`src/rtl/core/rsm_ram.sv`:
```
`default_nettype none

module rsm_ram #(
    parameter int WIDTH  = 8,
    parameter int DEPTH  = 256,
    parameter int ADDR_W = $clog2(DEPTH)
) (
    input  wire logic              aclk,
    input  wire logic              we,
    input  wire logic [ADDR_W-1:0] waddr,
    input  wire logic [WIDTH-1:0]  wdata,
    input  wire logic              re,
    input  wire logic [ADDR_W-1:0] raddr,
    output logic      [WIDTH-1:0]  rdata
);

    logic [WIDTH-1:0] mem [DEPTH];

    // single write port
    always_ff @(posedge aclk) begin
        if (we) begin
            mem[waddr] <= wdata;
        end
    end

    // registered read port, holds when idle
    always_ff @(posedge aclk) begin
        if (re) begin
            rdata <= mem[raddr];
        end
    end

endmodule

`default_nettype wire

```
`config.mk`:
```
export PLATFORM = sky130hd
export DESIGN_NAME = rsm_ram
export DESIGN_NICKNAME = d
export VERILOG_FILES = /design/src/rtl/core/rsm_ram.sv
export SDC_FILE = /design/constraint.sdc
export NUM_CORES = 2
export LEC_CHECK = 0
export ABC_AREA = 1
export BUFFER_PORTS_ARGS = -buffer_cell sky130_fd_sc_hd__buf_2
export CAP_MARGIN = 20
export CORE_ASPECT_RATIO = 0.75
export CORE_MARGIN = 2
export CORE_UTILIZATION = 45
export DETAILED_ROUTE_END_ITERATION = 10
export PLACE_DENSITY_LB_ADDON = 0.25
export RECOVER_POWER = 50
export SYNTH_ARGS = -nofsm -noshare
export SYNTH_HDL_FRONTEND = slang
export SYNTH_SLANG_ARGS = --single-unit
```
`constraint.sdc`:
```
create_clock -name aclk -period 2 [get_ports aclk]
set_input_delay 0.1 -clock aclk [delete_from_list [all_inputs] [get_ports aclk]]
set_output_delay 0.1 -clock aclk [all_outputs]
set_load 0.02 [all_outputs]
```
==> flow_summary.ini <==
[status]
status = complete, but fails checks
violations = capacitance limit, slew limit

[route]
first_pass_iters = 6
via_per_inst = 5.674
routed_wl_mm = 240.5
drc = 0
wire_per_inst_um = 23.94
vias = 57010
drt_iter0_markers = 8144
ant_nets = 0

[global_route]
grt_pass1_wl_mm = 353.8
grt_pass1_vias = 53380
grt_util_all_layers_pct = 25.28
antenna_found_initial = 15
grt_overflow = 0
grt_max_degree = 81

[hold_path]
holdPathStages = 5
hold_path_end = rdata[3]
min_path_type = in2reg
hp-start = raddr[6]

[cts]
cts.clk_slew.worst_paths_ns = 0.06
cts_root_buffer = clkbuf_16
cts_buffer_depth = 3
htreeDepth = 4
cts_sinks = 2056
cts_tree = yes
clock_latency_ns = 0.84
cts_buffers = 193
cts_setup_buffers = 0

[yosys]
async_flop_share_pct = 0
synth.most_common_cell = nand2_1
ys_warn_count = 0
synth_nets = 7030
synth_top_flop_cell = edfxtp_1
synth_cell_type_count = 13
ys_ff_latch = 2056
synth_top_area_share_pct = 73.96
synth_area_um2 = 83480
syn_area_per_cell_um2 = 11.92
synth.area.top_cells = edfxtp_1 (74%), nand3_1 (12%), nand2_1 (9.5%)
synth_common_cells = nand2_1 (2123), edfxtp_1 (2056), nand3_1 (2019)
syn_inst = 7003
yosysTopAreaCell = edfxtp_1
synth_edf_count = 2056
yosysSeqAreaShare_pct = 73.96

[power]
p_switching_uw = 20400
clkPwrFrac_pct = 40.0
p_int_uw = 69160
power_frac_comb_pct = 6.9
p_per_area_nw_per_um2 = 926.3
seqPwrFrac_pct = 53.1
swShare_pct = 22.78
peakVddDrop_mv = 1.120
p_leak_uw = 0.03432

[layout]
fillCellCount = 15600
instances_no_fill = 10050
area_growth_pct = 15.84
drive_above_1_share_pct = 11.97
final_nets = 7493
post-route-util_pct = 52.62

[timing]
finalClockSkew_ns = 0.02950
tns_ns = 0
fmax_mhz = 506.2
fin_ws_ns = 0.02434
maxSlewViolCount = 130
max_slew_margin_pct = -13.22
timing.hold.ws_ns = 0.1046
fin_crit_sh_pct = 98.78
finalCriticalPeriod_ns = 1.976
hold_viol_final = 0
worst-slew-pin-transition_ns = 1.698
finalSetupViolCount = 0
rsz0062_at_grt = yes

[critical_path]
r2r_start = mem[204][0]
rr_worst_depth = 10
path_class = in2reg
cp_max_fo = 57
critPathLaunchType = input pin
regToRegSetupSlack_ns = 0.04
cp.required_ns = 2.53
worstSetupEndpointType = flip-flop
cp.arrival_ns = 2.51
r2r_end = rdata[0]

[placed_design]
dp_cells = 9676
post-place-ws_ns = -0.5263
numPortBuffers = 34
gp_congestion = 0.9170
hpwl_mm = 153.0

[run]
drv_cap = 4

[floorplanning]
core_region_area_um2 = 183800
fp.dieArea_um2 = 189000
io_pins = 35
start_util_pct = 45.42
fp.dieW_um = 501.3
dieHeight_um = 377
row_count = 136
==> flip-flops by register name, indices dropped and copies added, names as in the netlist <==
signal	count
rdata	8
mem	2048
==> critical path: stages <==
cell	delay (ns)
dlygate4sd3_1	0.53
clkbuf_1	1.21
buf_6	0.56
==> area by class of cell <==
class	instances	area [um2]	share of cell area, %
timing repair buffer	751	6394	6.612
tap	2415	3022	3.125
clock inverter	111	945.9	0.9782
multi-input combinational	4425	19290	19.95
antenna	7	17.52	0.01812
sequential	2056	61740	63.85
clock buffer	244	5106	5.281
inverter	39	180.2	0.1863
==> through the flow <==
step	power, uW	instance area [um2]
2_1_floorplan	51410	83480
6_report	89570	96700
4_1_cts	89960	97370
3_5_place_dp	54620	91200
5_1_grt	92180	96680
3_3_place_gp	54560	91200
==> repair_timing <==
action                                   CTS  global route
endpoints found under the setup margin     3             8
gates resized for setup                    3            26
endpoints found under the hold margin   1696             0
gates cloned                               0             0
hold buffers                              10             0
==> layout by cell type, fill, tap and decap left out, drive strengths merged <==
cell,instances
nand3,2019
dlygate4sd3,10
edfxtp,2056
nand2,2123
inv,47
bufinv,14
clkinvlp,1
buf,577
diode,7
clkinv,88
clkbuf,408
nor2,283
==> routing by layer <==
layer | vias to the layer above | GRT usage, % | part of all wire [%]
met5 | - | 0 | 0.031
met4 | 8 | 6.470 | 2.4
met3 | 349 | 5.936 | 11
met2 | 2794 | 36.67 | 43
met1 | 28020 | 38.21 | 44
li1 | 25840 | - | -
==> how the worst max path moves through the flow <==
stage / from / to / slack [ns]
after floorplan: we / mem[162][0] / 0.41
after global placement: raddr[1] / rdata[3] / -0.54
after detailed placement: raddr[0] / rdata[3] / -0.53
after CTS: mem[182][1] / rdata[1] / 0.005
after global routing: mem[34][1] / rdata[1] / -0.02
final: wdata[3] / mem[200][3] / 0.02
==> cells by family after synthesis <==
| group | synth area share (%) |
|---|---|
| buffers and inverters | 3.116 |
| flip-flops | 73.96 |
| AND/OR/NAND/NOR | 22.92 |
==> power by group through the flow <==
stage	Combinational, uW	Clock [uW]	Sequential (uW)
floorplan	2930	0	48500
detailed placement	6150	0	48500
global placement	6090	0	48500
finish	6200	35800	47600
global route	6660	38000	47500
CTS	6190	36200	47500
(Power assumes the default switching activity.)
